===== src/sv/cfd_pkg.sv =====
// Shared types, constants and CRC functions for the framed-byte deframer.
// No dependencies; imported by every module of the deframer.
package cfd_pkg;

  // Field widths
  localparam int unsigned BYTE_W = 8;
  localparam int unsigned LEN_W  = 16;
  localparam int unsigned CMD_W  = 16;
  localparam int unsigned OFF_W  = 10;
  localparam int unsigned KIND_W = 3;
  localparam int unsigned CFG_W  = 11;

  // Hard ceiling on the payload length, and the payload counter width it needs
  localparam int unsigned MAX_PAYLOAD = 1024;
  localparam int unsigned CNT_W       = $clog2(MAX_PAYLOAD + 1);

  localparam logic [CFG_W-1:0]  CFG_RESET = CFG_W'(1024);
  localparam logic [BYTE_W-1:0] SOF_BYTE  = 8'hA5;
  localparam logic [7:0]        HCRC_SEED  = 8'hFF;
  localparam logic [15:0]       CRC16_INIT = 16'hFFFF;
  localparam logic [7:0]        CRC8_POLY  = 8'h8C;
  localparam logic [15:0]       CRC16_POLY = 16'h8408;

  // Command ids handled downstream
  localparam logic [CMD_W-1:0] CMD_ID_0 = 16'h0201;
  localparam logic [CMD_W-1:0] CMD_ID_1 = 16'h0202;
  localparam logic [CMD_W-1:0] CMD_ID_2 = 16'h0206;
  localparam logic [CMD_W-1:0] CMD_ID_3 = 16'h0207;
  localparam logic [CMD_W-1:0] CMD_ID_4 = 16'h0001;
  localparam logic [CMD_W-1:0] CMD_ID_5 = 16'h0003;

  typedef enum logic [3:0] {
    PH_HUNT    = 4'd0,
    PH_LEN_LO  = 4'd1,
    PH_LEN_HI  = 4'd2,
    PH_SEQ     = 4'd3,
    PH_HCRC    = 4'd4,
    PH_CMD_LO  = 4'd5,
    PH_CMD_HI  = 4'd6,
    PH_DATA    = 4'd7,
    PH_FCRC_LO = 4'd8,
    PH_FCRC_HI = 4'd9
  } cfd_phase_e;

  typedef enum logic [KIND_W-1:0] {
    KIND_PAYLOAD   = 3'd0,
    KIND_GOOD      = 3'd1,
    KIND_CRC16_BAD = 3'd2,
    KIND_CRC8_BAD  = 3'd3,
    KIND_TOO_LONG  = 3'd4
  } cfd_kind_e;

  // One result record, with its valid flag
  typedef struct packed {
    logic                 valid;
    cfd_kind_e            kind;
    logic [CMD_W-1:0]     command_id;
    logic [BYTE_W-1:0]    payload_byte;
    logic [OFF_W-1:0]     byte_offset;
    logic [LEN_W-1:0]     payload_length;
    logic [BYTE_W-1:0]    sequence_res;
    logic                 known_id;
    logic                 last;
  } cfd_result_t;

  // Reflected CRC8 update, one byte
  function automatic logic [7:0] crc8_step(input logic [7:0] crc, input logic [7:0] b);
    logic [7:0] c;
    c = crc ^ b;
    for (int k = 0; k < 8; k++) begin
      c = (c >> 1) ^ (c[0] ? CRC8_POLY : 8'h00);
    end
    return c;
  endfunction

  // Reflected CRC16 update, one byte
  function automatic logic [15:0] crc16_step(input logic [15:0] crc, input logic [7:0] b);
    logic [15:0] c;
    c = crc ^ {8'h00, b};
    for (int k = 0; k < 8; k++) begin
      c = (c >> 1) ^ (c[0] ? CRC16_POLY : 16'h0000);
    end
    return c;
  endfunction

  function automatic logic is_known(input logic [CMD_W-1:0] id);
    return (id == CMD_ID_0) || (id == CMD_ID_1) || (id == CMD_ID_2) ||
           (id == CMD_ID_3) || (id == CMD_ID_4) || (id == CMD_ID_5);
  endfunction

endpackage


===== src/sv/crc_checked_frame_deframer_core.sv =====
// Byte-serial frame deframer with header CRC8 and frame CRC16 checks.
// Input channel: one received byte per request on rx_byte_i (in_valid_i /
// in_ready_o). The parser hunts for 0xA5, reads length, sequence, header
// CRC8, command id, payload and the trailing CRC16.
// Output channel (out_valid_o / out_ready_i): one record per payload byte
// and one closing record per frame or dropped header; header bytes give none.
// cfg_we_i / cfg_wdata_i write the payload length limit.
// The byte sits in the input register first; its outcome is loaded into the
// result register when the parser advances. Throughput: one byte per cycle
// while the result register is free, set by the combinational CRC step and
// phase update between the two registers.
// A stalled receiver holds the result register; one more byte waits in the
// input register and in_ready_o falls only when both are full.
// Reset (rst_ni low, asynchronous) empties both registers, returns the
// parser to hunting and sets the limit to 1024.
// Depends on cfd_pkg, cfd_in_stage, cfd_parser and cfd_out_stage.
module crc_checked_frame_deframer_core import cfd_pkg::*; (
  input  logic              clk_i,
  input  logic              rst_ni,
  input  logic              in_valid_i,
  output logic              in_ready_o,
  input  logic [BYTE_W-1:0] rx_byte_i,
  input  logic              cfg_we_i,
  input  logic [CFG_W-1:0]  cfg_wdata_i,
  output logic              out_valid_o,
  input  logic              out_ready_i,
  output logic [KIND_W-1:0] kind_o,
  output logic [CMD_W-1:0]  command_id_o,
  output logic [BYTE_W-1:0] payload_byte_o,
  output logic [OFF_W-1:0]  byte_offset_o,
  output logic [LEN_W-1:0]  payload_length_o,
  output logic [BYTE_W-1:0] sequence_res_o,
  output logic              known_id_o,
  output logic              last_o
);

  logic [CFG_W-1:0]  max_len_q;
  logic              out_free;
  logic              advance;
  logic [BYTE_W-1:0] held_byte;
  cfd_result_t       step_res;
  cfd_result_t       out_res;

  // Hold the length limit register
  always_ff @(posedge clk_i or negedge rst_ni) begin
    if (!rst_ni) begin
      max_len_q <= CFG_RESET;
    end else if (cfg_we_i) begin
      max_len_q <= cfg_wdata_i;
    end
  end

  cfd_in_stage u_in (
    .clk_i      (clk_i),
    .rst_ni     (rst_ni),
    .in_valid_i (in_valid_i),
    .in_ready_o (in_ready_o),
    .rx_byte_i  (rx_byte_i),
    .out_free_i (out_free),
    .advance_o  (advance),
    .byte_o     (held_byte)
  );

  cfd_parser u_parser (
    .clk_i     (clk_i),
    .rst_ni    (rst_ni),
    .advance_i (advance),
    .byte_i    (held_byte),
    .max_len_i (max_len_q),
    .result_o  (step_res)
  );

  cfd_out_stage u_out (
    .clk_i       (clk_i),
    .rst_ni      (rst_ni),
    .load_i      (advance),
    .result_i    (step_res),
    .out_ready_i (out_ready_i),
    .out_valid_o (out_valid_o),
    .out_free_o  (out_free),
    .result_o    (out_res)
  );

  assign kind_o           = out_res.kind;
  assign command_id_o     = out_res.command_id;
  assign payload_byte_o   = out_res.payload_byte;
  assign byte_offset_o    = out_res.byte_offset;
  assign payload_length_o = out_res.payload_length;
  assign sequence_res_o   = out_res.sequence_res;
  assign known_id_o       = out_res.known_id;
  assign last_o           = out_res.last;

`ifndef SYNTHESIS
  // Backpressure reaches the input only through a full, stalled result slot
  a_ready_low_only_on_stall: assert property (@(posedge clk_i) disable iff (!rst_ni)
    !in_ready_o |-> (out_valid_o && !out_ready_i))
    else $error("input stalled without a stalled result");

  // Payload records never close a frame and sit inside the payload
  a_payload_shape: assert property (@(posedge clk_i) disable iff (!rst_ni)
    (out_valid_o && (kind_o == KIND_PAYLOAD)) |->
      (!last_o && ({6'b0, byte_offset_o} < payload_length_o)))
    else $error("payload record out of shape");

  // Dropped headers carry no command information
  a_drop_no_cmd: assert property (@(posedge clk_i) disable iff (!rst_ni)
    (out_valid_o && ((kind_o == KIND_CRC8_BAD) || (kind_o == KIND_TOO_LONG))) |->
      (last_o && (command_id_o == '0) && !known_id_o))
    else $error("dropped header carries a command id");

  // A length-limit drop only reports lengths above the limit
  a_too_long_len: assert property (@(posedge clk_i) disable iff (!rst_ni)
    (out_valid_o && (kind_o == KIND_TOO_LONG)) |->
      (payload_length_o > LEN_W'(max_len_q)) ||
      (payload_length_o > LEN_W'(MAX_PAYLOAD)))
    else $error("length drop for an allowed length");
`endif

endmodule


===== src/sv/cfd_in_stage.sv =====
// Input register of the deframer: holds one received byte until the
// parser takes it. Depends on cfd_pkg.
module cfd_in_stage import cfd_pkg::*; (
  input  logic              clk_i,
  input  logic              rst_ni,
  input  logic              in_valid_i,
  output logic              in_ready_o,
  input  logic [BYTE_W-1:0] rx_byte_i,
  input  logic              out_free_i,
  output logic              advance_o,
  output logic [BYTE_W-1:0] byte_o
);

  logic              valid_q, valid_d;
  logic [BYTE_W-1:0] byte_q;

  // Advance when a byte is held and the result slot can take its outcome
  assign advance_o  = valid_q && out_free_i;
  assign in_ready_o = !valid_q || advance_o;
  assign byte_o     = byte_q;

  always_comb begin
    valid_d = valid_q;
    if (in_ready_o) begin
      valid_d = in_valid_i;
    end
  end

  always_ff @(posedge clk_i or negedge rst_ni) begin
    if (!rst_ni) begin
      valid_q <= 1'b0;
    end else begin
      valid_q <= valid_d;
    end
  end

  // Load a new request whenever the slot opens
  always_ff @(posedge clk_i) begin
    if (in_ready_o && in_valid_i) begin
      byte_q <= rx_byte_i;
    end
  end

endmodule


===== src/sv/cfd_parser.sv =====
// Frame parser: phase state machine, header fields, running CRCs and the
// payload counter; forms the result of each byte. Depends on cfd_pkg.
module cfd_parser import cfd_pkg::*; (
  input  logic              clk_i,
  input  logic              rst_ni,
  input  logic              advance_i,
  input  logic [BYTE_W-1:0] byte_i,
  input  logic [CFG_W-1:0]  max_len_i,
  output cfd_result_t       result_o
);

  localparam logic [7:0]  CRC8_SOF  = crc8_step(HCRC_SEED, SOF_BYTE);
  localparam logic [15:0] CRC16_SOF = crc16_step(CRC16_INIT, SOF_BYTE);
  localparam logic [LEN_W-1:0] MAX_LEN = LEN_W'(MAX_PAYLOAD);

  cfd_phase_e        phase_q, phase_d;
  logic [LEN_W-1:0]  length_q, length_d;
  logic [BYTE_W-1:0] seq_q, seq_d;
  logic [CMD_W-1:0]  cmd_q, cmd_d;
  logic [7:0]        crc8_q, crc8_d;
  logic [15:0]       crc16_q, crc16_d;
  logic [CNT_W-1:0]  count_q, count_d;
  logic [BYTE_W-1:0] crc_lo_q, crc_lo_d;

  logic [15:0]       crc16_upd;
  logic [7:0]        crc8_upd;
  logic [CNT_W-1:0]  count_inc;
  logic [LEN_W-1:0]  limit;

  assign crc8_upd  = crc8_step(crc8_q, byte_i);
  assign crc16_upd = crc16_step(crc16_q, byte_i);
  assign count_inc = count_q + CNT_W'(1);
  assign limit     = (LEN_W'(max_len_i) > MAX_LEN) ? MAX_LEN : LEN_W'(max_len_i);

  // Next state and result for the byte in the input register
  always_comb begin
    phase_d  = phase_q;
    length_d = length_q;
    seq_d    = seq_q;
    cmd_d    = cmd_q;
    crc8_d   = crc8_q;
    crc16_d  = crc16_q;
    count_d  = count_q;
    crc_lo_d = crc_lo_q;

    result_o                = '0;
    result_o.kind           = KIND_PAYLOAD;
    result_o.payload_length = length_q;
    result_o.sequence_res   = seq_q;

    unique case (phase_q)
      PH_LEN_LO: begin
        length_d = {8'h00, byte_i};
        crc8_d   = crc8_upd;
        crc16_d  = crc16_upd;
        phase_d  = PH_LEN_HI;
      end
      PH_LEN_HI: begin
        length_d = {byte_i, length_q[7:0]};
        crc8_d   = crc8_upd;
        crc16_d  = crc16_upd;
        phase_d  = PH_SEQ;
      end
      PH_SEQ: begin
        seq_d   = byte_i;
        crc8_d  = crc8_upd;
        crc16_d = crc16_upd;
        phase_d = PH_HCRC;
      end
      PH_HCRC: begin
        // Drop the header on a CRC8 mismatch, then on an oversized length
        if (byte_i != crc8_q) begin
          phase_d         = PH_HUNT;
          result_o.valid  = 1'b1;
          result_o.kind   = KIND_CRC8_BAD;
          result_o.last   = 1'b1;
        end else if (length_q > limit) begin
          phase_d         = PH_HUNT;
          result_o.valid  = 1'b1;
          result_o.kind   = KIND_TOO_LONG;
          result_o.last   = 1'b1;
        end else begin
          crc16_d = crc16_upd;
          phase_d = PH_CMD_LO;
        end
      end
      PH_CMD_LO: begin
        cmd_d   = {8'h00, byte_i};
        crc16_d = crc16_upd;
        phase_d = PH_CMD_HI;
      end
      PH_CMD_HI: begin
        cmd_d   = {byte_i, cmd_q[7:0]};
        crc16_d = crc16_upd;
        count_d = '0;
        phase_d = (length_q == '0) ? PH_FCRC_LO : PH_DATA;
      end
      PH_DATA: begin
        crc16_d                = crc16_upd;
        result_o.valid         = 1'b1;
        result_o.kind          = KIND_PAYLOAD;
        result_o.command_id    = cmd_q;
        result_o.known_id      = is_known(cmd_q);
        result_o.payload_byte  = byte_i;
        result_o.byte_offset   = OFF_W'(count_q);
        count_d                = count_inc;
        if (LEN_W'(count_inc) >= length_q) begin
          phase_d = PH_FCRC_LO;
        end
      end
      PH_FCRC_LO: begin
        crc_lo_d = byte_i;
        phase_d  = PH_FCRC_HI;
      end
      PH_FCRC_HI: begin
        phase_d             = PH_HUNT;
        result_o.valid      = 1'b1;
        result_o.command_id = cmd_q;
        result_o.known_id   = is_known(cmd_q);
        result_o.last       = 1'b1;
        result_o.kind       = ((crc_lo_q == crc16_q[7:0]) && (byte_i == crc16_q[15:8])) ?
                              KIND_GOOD : KIND_CRC16_BAD;
      end
      default: begin
        // Hunt for the start byte; unused codes land here as well
        phase_d = PH_HUNT;
        if (byte_i == SOF_BYTE) begin
          crc8_d  = CRC8_SOF;
          crc16_d = CRC16_SOF;
          phase_d = PH_LEN_LO;
        end
      end
    endcase
  end

  // Advance the parse state once per byte taken
  always_ff @(posedge clk_i or negedge rst_ni) begin
    if (!rst_ni) begin
      phase_q  <= PH_HUNT;
      length_q <= '0;
      seq_q    <= '0;
      cmd_q    <= '0;
      crc8_q   <= HCRC_SEED;
      crc16_q  <= CRC16_INIT;
      count_q  <= '0;
      crc_lo_q <= '0;
    end else if (advance_i) begin
      phase_q  <= phase_d;
      length_q <= length_d;
      seq_q    <= seq_d;
      cmd_q    <= cmd_d;
      crc8_q   <= crc8_d;
      crc16_q  <= crc16_d;
      count_q  <= count_d;
      crc_lo_q <= crc_lo_d;
    end
  end

endmodule


===== src/sv/cfd_out_stage.sv =====
// Result register of the deframer: holds one result until the receiver
// takes it. Depends on cfd_pkg.
module cfd_out_stage import cfd_pkg::*; (
  input  logic        clk_i,
  input  logic        rst_ni,
  input  logic        load_i,
  input  cfd_result_t result_i,
  input  logic        out_ready_i,
  output logic        out_valid_o,
  output logic        out_free_o,
  output cfd_result_t result_o
);

  logic        valid_q, valid_d;
  cfd_result_t data_q;

  assign out_free_o  = !valid_q || out_ready_i;
  assign out_valid_o = valid_q;
  assign result_o    = data_q;

  // Fill on a load, drain when the receiver takes the request
  always_comb begin
    valid_d = valid_q;
    if (load_i) begin
      valid_d = result_i.valid;
    end else if (out_ready_i) begin
      valid_d = 1'b0;
    end
  end

  always_ff @(posedge clk_i or negedge rst_ni) begin
    if (!rst_ni) begin
      valid_q <= 1'b0;
    end else begin
      valid_q <= valid_d;
    end
  end

  always_ff @(posedge clk_i) begin
    if (load_i && result_i.valid) begin
      data_q <= result_i;
    end
  end

endmodule


===== config.mk =====
export PLATFORM = sky130hd
export DESIGN_NAME = crc_checked_frame_deframer_core
export DESIGN_NICKNAME = d
export VERILOG_FILES = /design/src/sv/cfd_pkg.sv /design/src/sv/crc_checked_frame_deframer_core.sv /design/src/sv/cfd_in_stage.sv /design/src/sv/cfd_parser.sv /design/src/sv/cfd_out_stage.sv
export SDC_FILE = /design/constraint.sdc
export NUM_CORES = 1
export LEC_CHECK = 0
export ABC_AREA = 1
export BUFFER_PORTS_ARGS = -buffer_cell sky130_fd_sc_hd__buf_4
export CAP_MARGIN = 20
export CORE_ASPECT_RATIO = 1.1
export CORE_MARGIN = 5
export CORE_UTILIZATION = 59
export CTS_CLUSTER_SIZE = 28
export DETAILED_ROUTE_END_ITERATION = 6
export MAX_ROUTING_LAYER = met4
export PLACE_DENSITY = 0.8
export SYNTH_ARGS = -nofsm -noshare
export SYNTH_HDL_FRONTEND = slang
export SYNTH_SLANG_ARGS = --single-unit

===== constraint.sdc =====
create_clock -name clk_i -period 4.2 [get_ports clk_i]
set_input_delay 0.21 -clock clk_i [delete_from_list [all_inputs] [get_ports clk_i]]
set_output_delay 0.21 -clock clk_i [all_outputs]
set_load 0.01 [all_outputs]

==> flow_metrics.env <==
export IMPL_register_area_mm2=0.00467
export IMPL_multi_input_area_mm2=0.00303
export IMPL_drc_errors=0
export IMPL_hold_viol=0
export IMPL_syn_avg_cell_area_um2=9.25
export IMPL_timing_hold_ws_ns=0.00745
export IMPL_grt_first_pass_wirelength_mm=31.0
export IMPL_critPathMostFrequentCell="nand2_1"
export IMPL_yosysWarningCount=0
export IMPL_synthesis_nets=940
export IMPL_clkTransAtPathRegs_ns=0.06
export IMPL_area_delta_synth_final_pct=18.1
export IMPL_met3_length_mm=1.07
export IMPL_wl_mm=18.8
export IMPL_post_cts_resized=0
export IMPL_synth_distinct_cells=33
export IMPL_status="finished clean"
export IMPL_vias=6404
export IMPL_fillCellCount=1024
export IMPL_die_area_mm2=0.0165
export IMPL_antenna_cells=0
export IMPL_clock_sinks=171
export IMPL_drive_above_1_share_pct=17.6
export IMPL_top_layer="met4"
export IMPL_setup_violations=0
export IMPL_fin_setup_tns_ns=0
export IMPL_placed_cells=1148
export IMPL_start_util_pct=59.9
export IMPL_period_share_pct=79.2
export IMPL_finClkSkew_ns=0.00739
export IMPL_routed_wire_length_per_instance_um=15.7
export IMPL_synthesis_instances=893
export IMPL_grt_pass1_vias=6286
export IMPL_detail_route_antenna_nets=0
export IMPL_cts_tree="yes"
export IMPL_dr_first_iter_drc_count=637
export IMPL_track_usage_pct=25.0
export IMPL_coreArea_mm2=0.0138
export IMPL_worstPathMaxFanout=43
export IMPL_dp_hpwl_mm=12.8
export IMPL_crit_path_max_incr_delay_ns=0.51
export IMPL_period_minus_slack_ns=3.32
export IMPL_die_h_um=134
export IMPL_antenna_found_initial=0
export IMPL_globalplace_congestion=0.900
export IMPL_ys_ff_latch=171
export IMPL_grt_overflow_total=0
export IMPL_min_path_type="in -> reg"
export IMPL_nets=1041
export IMPL_insertion_delay_ns=0.43
export IMPL_rsz0062_at_grt="no"
export IMPL_tightest_slew_ns=0.782
export IMPL_peakVddDrop_uv=340
export IMPL_critPathRequiredTime_ns=4.32
export IMPL_synthesis_area_mm2=0.00826
export IMPL_grt_max_degree=60
export IMPL_ys_seq_area_share_pct=56.5
export IMPL_maxSlewViolCount=0
export IMPL_die_x_um=123
export IMPL_final_common_cell="nand2_1"
export IMPL_slew_headroom_pct=47.9
export IMPL_htreeDepth=4
export IMPL_viasPerCell=5.36
export IMPL_slowest_stage="dfstp_2"
export IMPL_power_density_mw_per_mm2=716
export IMPL_clk_path_buf_depth=2
export IMPL_fin_util_pct=70.7
export IMPL_cp_arrival_ns=3.45
export IMPL_leakage_nw=4.57
export IMPL_cap_violations=0
export IMPL_io_buffers=88
export IMPL_clock_fmax_mhz=301
export IMPL_final_cell_mix="224 x nand2_1, 103 x nor2_1, 100 x inv_1, 90 x buf_4, 75 x dfrtp_1"
export IMPL_wl_met2_mm=9.54
export IMPL_boundaryPins=89
export IMPL_worstSetupEndpointType="flop"
export IMPL_rows=45
export IMPL_worstSetupPathType="reg -> reg"
export IMPL_fin_cells=1195
export IMPL_dr_pass1_iters=5
export IMPL_wl_met1_mm=7.70
export IMPL_worstSetupStartpointType="flop"
export IMPL_crit_chain="inv_1, a21oi_1, clkinv_1, nand2_1, ha_1, nand2_1, inv_1, nand2_1, nor2_1, o21ai_0, nand3_1, nand2_1, nand2_2, nand2_4, nand2_1, nand2_1, inv_2, buf_12"
export IMPL_clock_tree_root_cell="clkbuf_16"
export IMPL_cts_buffers=17
[synthesized netlist by cell type]
cell type    n  area share (%)
o22ai_1     22             1.7
buf_1        1           0.045
nor2_4       2            0.27
nand2_2      5            0.38
inv_2       10            0.45
nand3_2      2            0.24
o211ai_1     1           0.091
nand4_1     34             2.6
inv_1      101             4.6
nand2_1    224              10
dfstp_2     25             8.0
a21oi_1     21             1.3
nand3_1     28             1.7
nand2_4      1            0.14
nand4_4      1            0.26
xor2_1      17             1.8
clkinv_1     3            0.14
xnor2_1     28             3.0
nor2_1     103             4.7
xnor2_2      3            0.59
buf_6        3            0.41
nor2_2       4            0.30
o21ai_0     55             3.3
nor3_1       3            0.18
nor4_1       2            0.15
or2_2        3            0.23
a21o_1       2            0.18
edfxtp_1    71              26
clkbuf_1     5            0.23
dfrtp_1     75              23
buf_2       14            0.85
ha_1        23             3.5
buf_4        1           0.091
[layer usage]
layer | track usage [%] | up-vias
met5 | - | -
met4 | 10.2 | 0
met3 | 4.77 | 42
met2 | 40.4 | 185
met1 | 30.8 | 3072
li1 | - | 3105
[where the power goes]
| part | leakage, nW | internal, mW | switching, mW | total [mW] |
|---|---|---|---|---|
| sequential | 1.84 | 2.35 | 0.377 | 2.73 |
| combinational | 2.47 | 1.03 | 1.75 | 2.78 |
| clock | 0.263 | 0.816 | 0.663 | 1.48 |
[through the flow]
| step | power (mW) | setup slack [ns] | area, um2 |
|---|---|---|---|
| floorplan | 4.75 | 0.640 | 8260 |
| global route | 7.49 | 0.419 | 9750 |
| finish | 6.98 | 0.875 | 9750 |
| global placement | 5.33 | 1.04 | 9050 |
| detailed placement | 5.42 | 0.887 | 9050 |
| CTS | 6.96 | 0.878 | 9750 |
[final timing paths]
path,start,endpoint,slack [ns],depth (start not counted)
worst max-delay path,max_len_q[10],u_out.result_o[13],0.88,18
worst min register to register,u_parser.seq_q[7],u_out.result_o[9],0.45,0
worst max register to register,max_len_q[10],u_out.result_o[13],0.88,18
min in group asynchronous,rst_ni,max_len_q[1],0.41,2
max in group asynchronous,rst_ni,u_parser.crc16_q[13],2.76,3
worst min-delay path,cfg_wdata_i[3],max_len_q[3],0.007,3
[kinds of logic (layout without fill, tap and decap cells)]
family,count (synthesis),after routing,share of synthesized area (%)
xor gates and xnor gates,48,48,5.36
buffers and inverters,138,252,6.80
adders and majority gates,23,23,3.49
DFF,171,171,56.5
and+or+nand+nor,412,412,21.3
AOI/OAI and AO/OA,101,101,6.55
[cell type report]
cell class	instances	share of cell area, %
clock buffer	18	4.40
clock inverter	14	1.24
inverter	114	4.39
multi-input combinational	584	31.1
sequential	171	47.8
tap	188	2.41
timing repair buffer	106	8.67
[flip-flops by register name, indices dropped and copies added, names as in the netlist, 4 cells and up]
register and cells:
u_parser.seq_q 8, u_out.result_o 63, u_parser.crc_lo_q 8, u_parser.phase_q 4, u_in.byte_o 8, max_len_q 11, u_parser.length_q 16, u_parser.cmd_q 16
u_parser.crc8_q 8, u_parser.crc16_q 16, u_parser.count_q 11
[what timing repair did]
action	4_1_cts	5_1_grt
hold buffers	15	0
setup buffers	0	0
hold endpoints to repair	53	0
setup endpoints to repair	0	0
[worst max-delay path, delay by kind of cell, from the launching register on]
family,cells,cell delay [ns]
buf+inv,5,1.03
simple gates,10,1.01
flops,1,0.51
compound gates,2,0.29
fa+ha+maj,1,0.14
No activity file was read; power rests on OpenSTA's default activity.
